==> src/sbx_pkg.sv <==
// ----------------------------------------------------------------------------
// sbx_pkg
// shared types and constants for the serial buffer with xon/xoff flow control
// ----------------------------------------------------------------------------
`default_nettype none

package sbx_pkg;

    localparam int RX_DEPTH_DEF = 128;
    localparam int TX_DEPTH_DEF = 64;

    localparam logic [7:0] XON_CODE  = 8'h11;
    localparam logic [7:0] XOFF_CODE = 8'h13;

    // event modes
    localparam logic [2:0] MODE_RX_BYTE    = 3'd0;
    localparam logic [2:0] MODE_HOST_READ  = 3'd1;
    localparam logic [2:0] MODE_TX_SLOT    = 3'd2;
    localparam logic [2:0] MODE_HOST_WRITE = 3'd3;
    localparam logic [2:0] MODE_CLEAR_RX   = 3'd4;

    // realtime event codes
    localparam logic [2:0] EV_NONE   = 3'd0;
    localparam logic [2:0] EV_STATUS = 3'd1;
    localparam logic [2:0] EV_CYCLE  = 3'd2;
    localparam logic [2:0] EV_HOLD   = 3'd3;
    localparam logic [2:0] EV_DOOR   = 3'd4;
    localparam logic [2:0] EV_ABORT  = 3'd5;

    // configuration register indexes
    localparam logic [2:0] REG_STATUS_CHAR = 3'd0;
    localparam logic [2:0] REG_CYCLE_CHAR  = 3'd1;
    localparam logic [2:0] REG_HOLD_CHAR   = 3'd2;
    localparam logic [2:0] REG_DOOR_CHAR   = 3'd3;
    localparam logic [2:0] REG_ABORT_CHAR  = 3'd4;
    localparam logic [2:0] REG_HIGH_MARK   = 3'd5;
    localparam logic [2:0] REG_LOW_MARK    = 3'd6;
    localparam logic [2:0] REG_FLOW_EN     = 3'd7;

    typedef enum logic [1:0] {
        FS_XON_SENT  = 2'd0,
        FS_SEND_XOFF = 2'd1,
        FS_XOFF_SENT = 2'd2,
        FS_SEND_XON  = 2'd3
    } flow_state_t;

    typedef enum logic {
        ST_IDLE = 1'b0,
        ST_EXEC = 1'b1
    } ctrl_state_t;

    typedef struct packed {
        logic [2:0] rt_event;
        logic [6:0] high_mark;
        logic [6:0] low_mark;
        logic       flow_enable;
    } cfg_t;

    typedef struct packed {
        logic rd_en;
        logic push;
        logic pop;
        logic clear;
    } ring_ctl_t;

endpackage

`default_nettype wire

==> src/serial_buffer_with_xon_xoff_unit.sv <==
// ----------------------------------------------------------------------------
// serial_buffer_with_xon_xoff_unit
// receive and transmit byte rings with realtime character pickoff and
// xon/xoff flow control
// ----------------------------------------------------------------------------
// sequence: the accepting edge registers the word and reads the ring memories;
// the execute state then updates the rings and the result register, and
// done pulses; no word is taken while executing. results cannot be stalled.
// reset: pointers cleared, flow state xon sent, registers at defaults; ring
// memory contents are not cleared and need no clearing pass.
`default_nettype none

module serial_buffer_with_xon_xoff_unit #(
    parameter int RX_DEPTH = sbx_pkg::RX_DEPTH_DEF,
    parameter int TX_DEPTH = sbx_pkg::TX_DEPTH_DEF
) (
    input  wire logic       clk,
    input  wire logic       rst_n,
    input  wire logic       start,
    output logic            busy,
    input  wire logic [2:0] mode,
    input  wire logic [7:0] data_byte,
    input  wire logic       cfg_valid,
    output logic            cfg_ready,
    input  wire logic [2:0] cfg_index,
    input  wire logic [7:0] cfg_data,
    output logic            done,
    output logic [7:0]      read_data,
    output logic            read_empty,
    output logic [7:0]      line_byte,
    output logic            line_byte_valid,
    output logic            write_accepted,
    output logic            rx_dropped,
    output logic [2:0]      realtime_event,
    output logic            tx_pending,
    output logic [6:0]      rx_level,
    output logic [5:0]      tx_level
);

    localparam int RX_PW = $clog2(RX_DEPTH);
    localparam int TX_PW = $clog2(TX_DEPTH);

    sbx_pkg::ctrl_state_t state_reg, state_next;
    sbx_pkg::flow_state_t flow_reg, flow_next;
    sbx_pkg::cfg_t        cfg;
    sbx_pkg::ring_ctl_t   rx_ctl, tx_ctl;

    logic [2:0]       mode_reg;
    logic [7:0]       data_reg;
    logic             accept;
    logic             exec;

    logic [7:0]       rx_rdata, tx_rdata;
    logic             rx_full, rx_empty, tx_full, tx_empty;
    logic [RX_PW-1:0] rx_lvl, rx_lvl_after;
    logic [TX_PW-1:0] tx_lvl, tx_lvl_after;
    logic [RX_PW+7:0] rx_lvl_ext, high_ext, low_ext;
    logic [TX_PW+7:0] tx_lvl_ext;

    logic             is_rx, is_rd, is_slot, is_wr, is_clr;
    logic [7:0]       rd_val, lb_val;
    logic             rempty_val, lbv_val, wacc_val, drop_val;
    logic [2:0]       ev_val;

    logic             done_reg;
    logic [7:0]       read_data_reg, line_byte_reg;
    logic             read_empty_reg, lbv_reg, wacc_reg, drop_reg, pend_reg;
    logic [2:0]       event_reg;
    logic [6:0]       rx_level_reg;
    logic [5:0]       tx_level_reg;

    // control sequencer
    always_comb
    begin
        case (state_reg)
            sbx_pkg::ST_IDLE: state_next = start ? sbx_pkg::ST_EXEC : sbx_pkg::ST_IDLE;
            sbx_pkg::ST_EXEC: state_next = sbx_pkg::ST_IDLE;
            default:          state_next = sbx_pkg::ST_IDLE;
        endcase
    end

    always_comb
    begin
        case (state_reg)
            sbx_pkg::ST_IDLE:
            begin
                busy = 1'b0;
                exec = 1'b0;
            end
            sbx_pkg::ST_EXEC:
            begin
                busy = 1'b1;
                exec = 1'b1;
            end
            default:
            begin
                busy = 1'b0;
                exec = 1'b0;
            end
        endcase
    end

    assign accept    = start && !busy;
    assign cfg_ready = !busy;

    always_ff @(posedge clk or negedge rst_n)
    begin
        if (!rst_n)
        begin
            state_reg <= sbx_pkg::ST_IDLE;
            flow_reg  <= sbx_pkg::FS_XON_SENT;
            done_reg  <= 1'b0;
        end
        else
        begin
            state_reg <= state_next;
            flow_reg  <= flow_next;
            done_reg  <= exec;
        end
    end

    always_ff @(posedge clk)
    begin
        if (accept)
        begin
            mode_reg <= mode;
            data_reg <= data_byte;
        end
    end

    sbx_cfg u_cfg (
        .clk        (clk),
        .rst_n      (rst_n),
        .wr_en      (cfg_valid && cfg_ready),
        .wr_index   (cfg_index),
        .wr_data    (cfg_data),
        .match_byte (data_reg),
        .cfg        (cfg)
    );

    // event decode
    assign is_rx   = exec && (mode_reg == sbx_pkg::MODE_RX_BYTE);
    assign is_rd   = exec && (mode_reg == sbx_pkg::MODE_HOST_READ);
    assign is_slot = exec && (mode_reg == sbx_pkg::MODE_TX_SLOT);
    assign is_wr   = exec && (mode_reg == sbx_pkg::MODE_HOST_WRITE);
    assign is_clr  = exec && (mode_reg == sbx_pkg::MODE_CLEAR_RX);

    always_comb
    begin
        rx_ctl       = '0;
        tx_ctl       = '0;
        rx_ctl.rd_en = accept;
        tx_ctl.rd_en = accept;
        rd_val       = 8'd0;
        lb_val       = 8'd0;
        rempty_val   = 1'b0;
        lbv_val      = 1'b0;
        wacc_val     = 1'b0;
        drop_val     = 1'b0;
        ev_val       = sbx_pkg::EV_NONE;
        flow_next    = flow_reg;
        rx_lvl_after = rx_lvl;
        tx_lvl_after = tx_lvl;

        if (is_rx)
        begin
            ev_val = cfg.rt_event;
            if (cfg.rt_event == sbx_pkg::EV_NONE)
            begin
                if (rx_full)
                    drop_val = 1'b1;
                else
                begin
                    rx_ctl.push  = 1'b1;
                    rx_lvl_after = rx_lvl + 1'b1;
                end
            end
        end

        if (is_rd)
        begin
            if (rx_empty)
                rempty_val = 1'b1;
            else
            begin
                rx_ctl.pop   = 1'b1;
                rd_val       = rx_rdata;
                rx_lvl_after = rx_lvl - 1'b1;
            end
        end

        if (is_slot)
        begin
            if (flow_reg == sbx_pkg::FS_SEND_XOFF)
            begin
                lb_val    = sbx_pkg::XOFF_CODE;
                lbv_val   = 1'b1;
                flow_next = sbx_pkg::FS_XOFF_SENT;
            end
            else if (flow_reg == sbx_pkg::FS_SEND_XON)
            begin
                lb_val    = sbx_pkg::XON_CODE;
                lbv_val   = 1'b1;
                flow_next = sbx_pkg::FS_XON_SENT;
            end
            else if (!tx_empty)
            begin
                tx_ctl.pop   = 1'b1;
                lb_val       = tx_rdata;
                lbv_val      = 1'b1;
                tx_lvl_after = tx_lvl - 1'b1;
            end
        end

        if (is_wr && !tx_full)
        begin
            tx_ctl.push  = 1'b1;
            wacc_val     = 1'b1;
            tx_lvl_after = tx_lvl + 1'b1;
        end

        if (is_clr)
        begin
            rx_ctl.clear = 1'b1;
            rx_lvl_after = '0;
            flow_next    = sbx_pkg::FS_XON_SENT;
        end

        // flow marks on the level after the step
        if (rx_ctl.push && cfg.flow_enable && (rx_lvl_ext >= high_ext)
            && (flow_reg == sbx_pkg::FS_XON_SENT))
            flow_next = sbx_pkg::FS_SEND_XOFF;
        if (rx_ctl.pop && cfg.flow_enable && (rx_lvl_ext < low_ext)
            && (flow_reg == sbx_pkg::FS_XOFF_SENT))
            flow_next = sbx_pkg::FS_SEND_XON;
    end

    assign rx_lvl_ext = {8'd0, rx_lvl_after};
    assign tx_lvl_ext = {8'd0, tx_lvl_after};
    assign high_ext   = (RX_PW + 8)'(cfg.high_mark);
    assign low_ext    = (RX_PW + 8)'(cfg.low_mark);

    sbx_ring #(
        .DEPTH (RX_DEPTH)
    ) u_rx_ring (
        .clk   (clk),
        .rst_n (rst_n),
        .ctl   (rx_ctl),
        .wdata (data_reg),
        .rdata (rx_rdata),
        .full  (rx_full),
        .empty (rx_empty),
        .level (rx_lvl)
    );

    sbx_ring #(
        .DEPTH (TX_DEPTH)
    ) u_tx_ring (
        .clk   (clk),
        .rst_n (rst_n),
        .ctl   (tx_ctl),
        .wdata (data_reg),
        .rdata (tx_rdata),
        .full  (tx_full),
        .empty (tx_empty),
        .level (tx_lvl)
    );

    // result register
    always_ff @(posedge clk)
    begin
        if (exec)
        begin
            read_data_reg  <= rd_val;
            read_empty_reg <= rempty_val;
            line_byte_reg  <= lb_val;
            lbv_reg        <= lbv_val;
            wacc_reg       <= wacc_val;
            drop_reg       <= drop_val;
            event_reg      <= ev_val;
            pend_reg       <= (flow_next == sbx_pkg::FS_SEND_XOFF)
                              || (flow_next == sbx_pkg::FS_SEND_XON)
                              || (tx_lvl_after != '0);
            rx_level_reg   <= rx_lvl_ext[6:0];
            tx_level_reg   <= tx_lvl_ext[5:0];
        end
    end

    assign done            = done_reg;
    assign read_data       = read_data_reg;
    assign read_empty      = read_empty_reg;
    assign line_byte       = line_byte_reg;
    assign line_byte_valid = lbv_reg;
    assign write_accepted  = wacc_reg;
    assign rx_dropped      = drop_reg;
    assign realtime_event  = event_reg;
    assign tx_pending      = pend_reg;
    assign rx_level        = rx_level_reg;
    assign tx_level        = tx_level_reg;

    a_accept_exec: assert property (@(posedge clk) disable iff (!rst_n)
        (start && !busy) |=> busy)
        else $error("accepted word did not enter execution");

    a_single_exec: assert property (@(posedge clk) disable iff (!rst_n)
        busy |=> !busy)
        else $error("execution lasted more than one cycle");

    a_done_follows: assert property (@(posedge clk) disable iff (!rst_n)
        done |-> $past(busy))
        else $error("result strobe without execution");

    a_no_double_pop: assert property (@(posedge clk) disable iff (!rst_n)
        !(rx_ctl.pop && rx_ctl.push) && !(tx_ctl.pop && tx_ctl.push))
        else $error("ring pushed and popped by one word");

endmodule

`default_nettype wire

==> src/sbx_cfg.sv <==
// ----------------------------------------------------------------------------
// sbx_cfg
// configuration registers and realtime character match
// ----------------------------------------------------------------------------
`default_nettype none

module sbx_cfg (
    input  wire logic          clk,
    input  wire logic          rst_n,
    input  wire logic          wr_en,
    input  wire logic [2:0]    wr_index,
    input  wire logic [7:0]    wr_data,
    input  wire logic [7:0]    match_byte,
    output sbx_pkg::cfg_t      cfg
);

    logic [7:0] status_char_reg;
    logic [7:0] cycle_char_reg;
    logic [7:0] hold_char_reg;
    logic [7:0] door_char_reg;
    logic [7:0] abort_char_reg;
    logic [6:0] high_mark_reg;
    logic [6:0] low_mark_reg;
    logic       flow_en_reg;
    logic [2:0] rt_event;

    always_ff @(posedge clk or negedge rst_n)
    begin
        if (!rst_n)
        begin
            status_char_reg <= 8'd63;
            cycle_char_reg  <= 8'd126;
            hold_char_reg   <= 8'd33;
            door_char_reg   <= 8'd64;
            abort_char_reg  <= 8'd24;
            high_mark_reg   <= 7'd96;
            low_mark_reg    <= 7'd64;
            flow_en_reg     <= 1'b0;
        end
        else if (wr_en)
        begin
            case (wr_index)
                sbx_pkg::REG_STATUS_CHAR: status_char_reg <= wr_data;
                sbx_pkg::REG_CYCLE_CHAR:  cycle_char_reg  <= wr_data;
                sbx_pkg::REG_HOLD_CHAR:   hold_char_reg   <= wr_data;
                sbx_pkg::REG_DOOR_CHAR:   door_char_reg   <= wr_data;
                sbx_pkg::REG_ABORT_CHAR:  abort_char_reg  <= wr_data;
                sbx_pkg::REG_HIGH_MARK:   high_mark_reg   <= wr_data[6:0];
                sbx_pkg::REG_LOW_MARK:    low_mark_reg    <= wr_data[6:0];
                sbx_pkg::REG_FLOW_EN:     flow_en_reg     <= wr_data[0];
                default: ;
            endcase
        end
    end

    // lowest event number wins on equal characters
    always_comb
    begin
        if (match_byte == status_char_reg)
            rt_event = sbx_pkg::EV_STATUS;
        else if (match_byte == cycle_char_reg)
            rt_event = sbx_pkg::EV_CYCLE;
        else if (match_byte == hold_char_reg)
            rt_event = sbx_pkg::EV_HOLD;
        else if (match_byte == door_char_reg)
            rt_event = sbx_pkg::EV_DOOR;
        else if (match_byte == abort_char_reg)
            rt_event = sbx_pkg::EV_ABORT;
        else
            rt_event = sbx_pkg::EV_NONE;
    end

    assign cfg.rt_event    = rt_event;
    assign cfg.high_mark   = high_mark_reg;
    assign cfg.low_mark    = low_mark_reg;
    assign cfg.flow_enable = flow_en_reg;

endmodule

`default_nettype wire

==> src/sbx_ring.sv <==
// ----------------------------------------------------------------------------
// sbx_ring
// byte ring with one synchronous memory and head/tail pointers
// ----------------------------------------------------------------------------
`default_nettype none

module sbx_ring #(
    parameter int DEPTH = sbx_pkg::RX_DEPTH_DEF
) (
    input  wire logic                       clk,
    input  wire logic                       rst_n,
    input  wire sbx_pkg::ring_ctl_t         ctl,
    input  wire logic [7:0]                 wdata,
    output logic [7:0]                      rdata,
    output logic                            full,
    output logic                            empty,
    output logic [$clog2(DEPTH)-1:0]        level
);

    localparam int PTR_W = $clog2(DEPTH);
    localparam logic [PTR_W-1:0] LAST = PTR_W'(DEPTH - 1);
    localparam logic [PTR_W:0]   DEPTH_W = (PTR_W + 1)'(DEPTH);

    logic [7:0]       mem [DEPTH];
    logic [7:0]       rdata_reg;
    logic [PTR_W-1:0] head_reg;
    logic [PTR_W-1:0] tail_reg;
    logic [PTR_W-1:0] head_inc;
    logic [PTR_W-1:0] tail_inc;
    logic [PTR_W:0]   wrap_level;

    assign head_inc = (head_reg == LAST) ? '0 : head_reg + 1'b1;
    assign tail_inc = (tail_reg == LAST) ? '0 : tail_reg + 1'b1;

    always_ff @(posedge clk)
    begin
        if (ctl.push)
            mem[head_reg] <= wdata;
        if (ctl.rd_en)
            rdata_reg <= mem[tail_reg];
    end

    always_ff @(posedge clk or negedge rst_n)
    begin
        if (!rst_n)
        begin
            head_reg <= '0;
            tail_reg <= '0;
        end
        else
        begin
            if (ctl.push)
                head_reg <= head_inc;
            if (ctl.clear)
                tail_reg <= head_reg;
            else if (ctl.pop)
                tail_reg <= tail_inc;
        end
    end

    assign wrap_level = {1'b0, head_reg} + DEPTH_W - {1'b0, tail_reg};

    assign level = (head_reg >= tail_reg) ? (head_reg - tail_reg) : wrap_level[PTR_W-1:0];
    assign full  = (head_inc == tail_reg);
    assign empty = (head_reg == tail_reg);
    assign rdata = rdata_reg;

endmodule

`default_nettype wire

==> config.mk <==
export PLATFORM = sky130hd
export DESIGN_NAME = serial_buffer_with_xon_xoff_unit
export DESIGN_NICKNAME = d
export VERILOG_FILES = /design/src/sbx_pkg.sv /design/src/serial_buffer_with_xon_xoff_unit.sv /design/src/sbx_cfg.sv /design/src/sbx_ring.sv
export SDC_FILE = /design/constraint.sdc
export NUM_CORES = 2
export LEC_CHECK = 0
export BUFFER_PORTS_ARGS = -buffer_cell sky130_fd_sc_hd__buf_2
export CAP_MARGIN = 10
export CORE_MARGIN = 2
export CORE_UTILIZATION = 50
export DETAILED_ROUTE_END_ITERATION = 6
export PLACE_DENSITY = 0.65
export SLEW_MARGIN = 10
export SYNTH_ARGS = -nofsm -noshare
export SYNTH_HDL_FRONTEND = slang
export SYNTH_SLANG_ARGS = --single-unit
==> constraint.sdc <==
create_clock -name clk -period 13 [get_ports clk]
set_clock_uncertainty 0.15 [all_clocks]
set_input_delay 2.6 -clock clk [delete_from_list [all_inputs] [get_ports clk]]
set_output_delay 2.6 -clock clk [all_outputs]
set_load 0.02 [all_outputs]
Word-level counts from Yosys, hierarchy flattened. Memories as Yosys holds them, arrays and structs flattened. A register that Yosys moved wholly into a read port is not among the register bits. Index checks and enable logic that the tools add are counted.

Input port bits: 26. Bits in writable memories: 1536. Memories kept: 2. Word-level logic and storage cells: 170. Output and inout bits: 40. Register bits: 133.

Add/sub/neg operators: 14. Equality and inequality tests: 29. Muxes and demuxes: 55. Bitwise operators: 3. $lt $le $gt $ge: 4. Reductions and logical operators: 35.

Memories: u_rx_ring.mem (depth 128, width 8, rd ports 1, clocked after Yosys merged registers in 1, write ports 1, line sbx_ring.sv:24) `logic [7:0] mem [DEPTH];`; u_tx_ring.mem (depth 64, width 8, rd ports 1, clocked after Yosys merged registers in 1, write ports 1, line sbx_ring.sv:24).

Operators by type and width (number): $mux 7 (11); $mux 6 (8); $eq 8x8->1 (5); $add 7x1->7 const B (4); $add 6x1->6 const B (4); $mux 1 (20); $reduce_and 2->1 (9); $eq 3x3->1 const B (5); $mux 3 (5); $mux 5 (3); $eq 7x7->1 (2); $eq 7x7->1 const B (2); $ge 7x7->1 (2); $logic_and 1x1->1 (14); $sub 7x7->7 (2); $eq 3x2->1 const B (4); $eq 6x6->1 (2); $eq 6x6->1 const B (2); $mux 2 (6); $sub 6x6->6 (2); $logic_not 3->1 (3); $lt 7x7->1 (1); $sub 7x1->7 const B (1); $eq 2x2->1 const B (3); 13 further kinds (20).

Depth between registers and ports, before layout.
Word-level depth: 20. Depth in mapped cells: 21. Depth with buffers taken out: 18.

Hierarchy. Synthesis repeated with hierarchy kept, for this count alone.

Cells, all modules: 3588. Area total of the unflattened synthesis: 67837.6 sq um.

Modules (own cells, without submodules): sbx_ring (u_rx_ring) (cells each 2094, times used 1, area an instance 41175.7 sq um, seq. area each 31340.1 sq um); sbx_ring (u_tx_ring) (cells each 1055, times used 1, area an instance 21082.7 sq um, seq. area each 15915.3 sq um); serial_buffer_with_xon_xoff_unit (cells each 246, times used 1, area an instance 2855.2 sq um, seq. area each 1541.5 sq um); sbx_cfg (cells each 193, times used 1, area an instance 2723.9 sq um, seq. area each 1401.3 sq um).

Least setup slack after synthesis. OpenSTA, ideal clock, no wires.

Kind: reg-to-reg. Start point: register data_reg[6]. End point: register pend_reg, in the netlist tx_pending, data pin. Arrival time: 6.498 ns. Clock period less this slack: 6.786 ns. Slack: 6.214 ns. Library setup time: 0.139 ns. Required time: 12.711 ns. Path buffers: 2. Cell stages (with the launch flop): 18. Cell sequence: edfxtp_1 buf_4 xor2_2 nor4_1 a21o_1 or3_1 buf_2 a211oi_4 nand4_1 o31ai_1 xnor2_1 nor2_1 ha_1 a2111oi_0 o311ai_1 a22oi_1 a211oi_2 nand4_1.

Cells in the longest elaborated chain, start to end: 20. Elaborated cells on any way between the ends: 31. Those cells by class: order compare (2); eq/ne (7); mux (14); reduce/logical (8).

Ends and longest elaborated chain: start: declaration (line serial_buffer_with_xon_xoff_unit.sv:49) `logic [7:0] data_reg;`; start signal: assignment (line serial_buffer_with_xon_xoff_unit.sv:127) `data_reg <= data_byte;`; $eq 8x8->1 (line sbx_cfg.sv:67) `else if (match_byte == abort_char_reg)`; $mux 3 (line sbx_cfg.sv:67); $mux 3 (line sbx_cfg.sv:65) `else if (match_byte == door_char_reg)`; $mux 3 (line sbx_cfg.sv:63) `else if (match_byte == hold_char_reg)`; $mux 3 (line sbx_cfg.sv:61) `else if (match_byte == cycle_char_reg)`; $mux 3 (*) (line sbx_cfg.sv:59) `if (match_byte == status_char_reg)`; $logic_not 3->1 (*) (line serial_buffer_with_xon_xoff_unit.sv:168) `if (cfg.rt_event == sbx_pkg::EV_NONE)`; $mux 7 (*) (line serial_buffer_with_xon_xoff_unit.sv:168); (+4 left out); via rx_lvl_after[6] (line serial_buffer_with_xon_xoff_unit.sv:55) `logic [RX_PW-1:0] rx_lvl, rx_lvl_after;`; $ge 7x7->1 (line serial_buffer_with_xon_xoff_unit.sv:230) `if (rx_ctl.push && cfg.flow_enable && (rx_lvl_ext >= high_ext)`; $logic_and 1x1->1 (line serial_buffer_with_xon_xoff_unit.sv:230); $logic_and 1x1->1 (line serial_buffer_with_xon_xoff_unit.sv:231) `&& (flow_reg == sbx_pkg::FS_XON_SENT))`; $mux 2 (line serial_buffer_with_xon_xoff_unit.sv:230); $mux 2 (*) (line serial_buffer_with_xon_xoff_unit.sv:233) `if (rx_ctl.pop && cfg.flow_enable && (rx_lvl_ext < low_ext)`; $eq 2x1->1 / $eq 2x2->1 (equally long branches) (line serial_buffer_with_xon_xoff_unit.sv:281, serial_buffer_with_xon_xoff_unit.sv:282); $logic_or 1x1->1 (*) (line serial_buffer_with_xon_xoff_unit.sv:282) `|| (flow_next == sbx_pkg::FS_SEND_XON)`; $logic_or 1x1->1 (*) (line serial_buffer_with_xon_xoff_unit.sv:283) `|| (tx_lvl_after != '0);`; end signal: assignment (line serial_buffer_with_xon_xoff_unit.sv:281) `pend_reg <= (flow_next == sbx_pkg::FS_SEND_XOFF)`; end: declaration (line serial_buffer_with_xon_xoff_unit.sv:67) `logic read_empty_reg, lbv_reg, wacc_reg, drop_reg, pend_reg;`.

Mark *: on every way through the listed nets, which the timed path passes. The rest lies on a longest branch. A chain may end at the register's enable or synchronous reset.

Worst setup path in the final report.
Start point: register u_rx_ring.tail_reg[1]. End point: register pend_reg, in the netlist tx_pending, data pin.

Cells in the longest elaborated chain, start to end: 17. Elaborated cells on any way between the ends: 33. Those cells by class: add/sub (4); order compare (3); eq/ne (4); mux (14); reduce/logical (8).

Ends and longest elaborated chain: start: declaration (line sbx_ring.sv:27) `logic [PTR_W-1:0] tail_reg;`; start signal: assignment (line sbx_ring.sv:55) `tail_reg <= head_reg;`; start signal: assignment (line sbx_ring.sv:57) `tail_reg <= tail_inc;`; $sub 7x7->7, or another cell as far along (line sbx_ring.sv:61) `assign wrap_level = {1'b0, head_reg} + DEPTH_W - {1'b0, tail_reg};`; $mux 7 (line sbx_ring.sv:63) `assign level = (head_reg >= tail_reg) ? (head_reg - tail_reg) : wrap_level[PTR_W-1:0];`; $add 7x1->7 (line serial_buffer_with_xon_xoff_unit.sv:175) `rx_lvl_after = rx_lvl + 1'b1;`; $mux 7 (line serial_buffer_with_xon_xoff_unit.sv:170) `if (rx_full)`; $mux 7 (line serial_buffer_with_xon_xoff_unit.sv:168); $mux 7 (line serial_buffer_with_xon_xoff_unit.sv:165) `if (is_rx)`; $mux 7 (line serial_buffer_with_xon_xoff_unit.sv:182) `if (rx_empty)`; $mux 7 (*) (line serial_buffer_with_xon_xoff_unit.sv:180) `if (is_rd)`; (+1 left out); via rx_lvl_after[5] (line serial_buffer_with_xon_xoff_unit.sv:55); $ge 7x7->1 (line serial_buffer_with_xon_xoff_unit.sv:230); $logic_and 1x1->1 (line serial_buffer_with_xon_xoff_unit.sv:230); $logic_and 1x1->1 (line serial_buffer_with_xon_xoff_unit.sv:231); $mux 2 (line serial_buffer_with_xon_xoff_unit.sv:230); $mux 2 (*) (line serial_buffer_with_xon_xoff_unit.sv:233); $eq 2x1->1 / $eq 2x2->1 (equally long branches) (line serial_buffer_with_xon_xoff_unit.sv:281, serial_buffer_with_xon_xoff_unit.sv:282); $logic_or 1x1->1 (*) (line serial_buffer_with_xon_xoff_unit.sv:282); $logic_or 1x1->1 (*) (line serial_buffer_with_xon_xoff_unit.sv:283).

Marks and branches as above.

==> metrics.cfg <==
[cells_and_area]
layout.cells.most_common_list=sky130_fd_sc_hd__edfxtp_1 (1600), sky130_fd_sc_hd__mux4_2 (496), sky130_fd_sc_hd__nor2_1 (244)
most_frequent_standard_cell_in_the_layout_excluding_fill_and_tap_cells=sky130_fd_sc_hd__edfxtp_1
area_growth_syn_to_layout_pct=11.1
fraction_of_layout_cells_with_a_size_suffix_above_1_pct=27.1
largest_registers=u_rx_ring.mem x1024, u_tx_ring.mem x512
largest_register=u_rx_ring.mem
fin_area_mm2=0.0747
design.final.nets=3353
n_antenna_cell=0
max_reg_flops=1024

[clock_network]
post_cts.repair.setup_buffers=0
numClockSinks=1685
worst_setup_hold_path_clk_slew_ns=0.06
later_pin_clock_latency_in_the_skew_report_ns=0.79
cts.hold.buffers_added=0
post_cts_resized=0
number_of_buffers_inserted_during_clock_tree_synthesis=166
ctsLongestPathBuffers=3
cts_tree=built
root_buffer=sky130_fd_sc_hd__clkbuf_16
htree_num_levels=4

[drt]
detailedRoute.firstIterationViolations=3620
drcViolationCount=0
vias=32084
drt_pass1_iterations=6
drt-total-wl_um=151000
final_antenna_net_count=0
viasPerCell=6.18
average_wire_per_standard_cell_um=29.1

[power]
peakVddDrop_mv=0.138
power_leakage_nw=23.3
power.density_cell_area_mw_per_mm2=191

[global_route]
gr-usage-met1_pct=31.3
grt_remaining_overflow=0
met2_usage_pct=36.7
number_of_global_route_vias_before_repair=32591
grtUsageMet3_pct=3.57
global_route_wire_length_before_repair_um=223000
globalRouteTotalUtil_pct=22.3
grt_busiest_layer=met2
antenna_found_initial=0
grt_start_max_net_pins=198

[status]
outcome=complete, no violations

[place]
final_weighted_congestion_in_routability_driven_placement=0.828
placed_inst_area_mm2=0.0694
port_buffers=65
pre_cts_ws_ns=6.88
dp_hpwl_um=89400

[setup_path]
wp_data_arrival_ns=6.72
critical_path_class=reg2reg
worst_setup_start_kind=register
wp_data_required_ns=13.50
critical_path_peak_fanout=48
setup.worst_path.end_class=register

[die]
floorplan.die_area_mm2=0.137
initial_utilization_pct=50.4
placeableCoreArea_mm2=0.133
die_width_um=371
dieHeight_um=371
boundaryPins=66
num_rows=134

[logic_synthesis]
ys_seq_area_share_pct=74.7
ys.flop_type=sky130_fd_sc_hd__edfxtp_1
synth-seq-cells=1685
ys_async_sr_fraction_pct=5.04
syn_nets=3253
post_synth_num_cell_types=77
synth_enable_flop_cells=1600
synthesis.instances=3188
synthesis.yosys.warnings=0
netlist_area_mm2=0.0672
mean_instance_size_in_the_synthesized_netlist_um2=21.1

[timing]
final_min_period_over_clock_period_pct=47.9
finalHoldViolations=0
final.setup.worst_slack_ns=6.78
timing.final.crit_period_ns=6.22
max_freq_mhz=161
setup_total_negative_slack_ns=0
grt_setup_unrepaired=false
final-max-slew-violation-count=0
maxSlewHeadroom_pct=7.58
worst_slew_pin_slew_ns=1.39
finalSetupViolCount=0

[hold_path]
timing.hold.worst.class=reg2reg

[run]
drv.max_cap_violation_count=0

==> final timing paths <==
path / startpoint / end / slack, ns / depth (start not counted)
setup / recovery: u_rx_ring.tail_reg[1] / tx_pending / 6.78 / 18
min in group asynchronous: rst_n / u_cfg.abort_char_reg[7] / 1.63 / 1
setup reg to reg: u_rx_ring.tail_reg[1] / tx_pending / 6.78 / 18
max in group asynchronous: rst_n / u_tx_ring.tail_reg[1] / 9.91 / 2
hold reg to reg: u_rx_ring.rdata[0] / read_data[0] / 0.36 / 1
hold / removal: u_rx_ring.rdata[0] / read_data[0] / 0.36 / 1
==> through the flow <==
stage	utilization, %	power (mW)	cells	hold slack (ns)
2_1_floorplan	-	8.77	3188	0.330
3_3_place_gp	52.0	9.72	4888	0.355
3_5_place_dp	52.0	9.77	4888	0.361
4_1_cts	56.0	14.4	5191	0.365
5_1_grt	56.0	14.8	5191	0.393
6_report	56.0	14.3	5191	0.365
==> per-layer routing <==
layer | vias to the layer above | share of wire [%]
met3 | 222 | 6.4
met1 | 17294 | 41
met2 | 1223 | 50
met4 | 0 | 2.4
li1 | 13345 | -
met5 | - | 0
==> logic make-up after synthesis <==
| kind of cell | synth area share [%] |
|---|---|
| flops | 74.7 |
| mux | 17.5 |
| simple gates | 3.33 |
| buf+inv | 1.32 |
| compound gates | 1.30 |
| xor+xnor | 1.08 |
| fa+ha+maj | 0.749 |
==> area by class of cell <==
class	instances	area (um2)
fillers	9790	58800
flip-flops and latches	1685	50200
multi-input cells	1296	16100
clock buffers	216	4510
well taps	1768	2210
clock inverters	87	774
repair buffers	101	686
inverters	38	144
==> critical path: stages, from the launching register on <==
cell,delay (ns)
sky130_fd_sc_hd__dfrtp_4,0.87
sky130_fd_sc_hd__buf_4,0.67
sky130_fd_sc_hd__inv_1,0.19
sky130_fd_sc_hd__ha_1,0.35
sky130_fd_sc_hd__nand3b_1,0.09
sky130_fd_sc_hd__nand2_1,0.08
sky130_fd_sc_hd__xor2_1,0.23
sky130_fd_sc_hd__nor3_1,0.45
sky130_fd_sc_hd__nand3_1,0.18
sky130_fd_sc_hd__o22ai_1,0.22
sky130_fd_sc_hd__xor2_1,0.10
sky130_fd_sc_hd__nor2_1,0.28
sky130_fd_sc_hd__ha_1,0.32
sky130_fd_sc_hd__a21o_1,0.18
sky130_fd_sc_hd__a2111oi_0,1.01
sky130_fd_sc_hd__o311ai_1,0.22
sky130_fd_sc_hd__a22oi_1,0.23
sky130_fd_sc_hd__a211oi_2,0.09
sky130_fd_sc_hd__nand4_1,0.15
==> report_power, final <==
group          internal (mW)  switching [mW]
clock network           2.68            1.97
registers               6.09           0.183
logic                   1.62            1.74
total                   10.4            3.89
==> Yosys cell counts, types with 3 or more instances <==
library cell	n	share of area, %
sky130_fd_sc_hd__edfxtp_1	1600	71
sky130_fd_sc_hd__mux4_2	496	17
sky130_fd_sc_hd__nor2_1	244	1.4
sky130_fd_sc_hd__nand2_1	98	0.55
sky130_fd_sc_hd__clkbuf_1	81	0.45
sky130_fd_sc_hd__dfrtp_1	65	2.4
sky130_fd_sc_hd__mux2_2	49	0.82
sky130_fd_sc_hd__xnor2_1	49	0.64
sky130_fd_sc_hd__buf_2	48	0.36
sky130_fd_sc_hd__o21ai_0	47	0.35
sky130_fd_sc_hd__ha_1	37	0.69
sky130_fd_sc_hd__inv_1	35	0.20
sky130_fd_sc_hd__nand3_1	32	0.24
sky130_fd_sc_hd__buf_1	29	0.16
sky130_fd_sc_hd__a21oi_1	26	0.19
sky130_fd_sc_hd__nand4_1	24	0.22
sky130_fd_sc_hd__xor2_1	24	0.31
sky130_fd_sc_hd__dfstp_2	20	0.78
sky130_fd_sc_hd__and2_1	17	0.16
sky130_fd_sc_hd__nor3_1	13	0.097
sky130_fd_sc_hd__and3_1	12	0.11
sky130_fd_sc_hd__buf_4	9	0.10
sky130_fd_sc_hd__nor2b_1	9	0.084
sky130_fd_sc_hd__a21o_1	8	0.089
sky130_fd_sc_hd__a31oi_1	8	0.074
sky130_fd_sc_hd__nor3b_1	8	0.089
sky130_fd_sc_hd__nor4_1	6	0.056
sky130_fd_sc_hd__a211oi_1	5	0.056
sky130_fd_sc_hd__mux2i_1	5	0.074
sky130_fd_sc_hd__nand3b_1	5	0.056
sky130_fd_sc_hd__o31ai_1	5	0.056
sky130_fd_sc_hd__o21a_1	4	0.045
sky130_fd_sc_hd__or3_1	4	0.037
sky130_fd_sc_hd__xor2_2	4	0.097
sky130_fd_sc_hd__a2111oi_0	3	0.039
sky130_fd_sc_hd__a21boi_0	3	0.034
sky130_fd_sc_hd__nand2b_1	3	0.028
sky130_fd_sc_hd__o211a_1	3	0.045
sky130_fd_sc_hd__or4_1	3	0.034
Power figures use the tool's default switching activity.
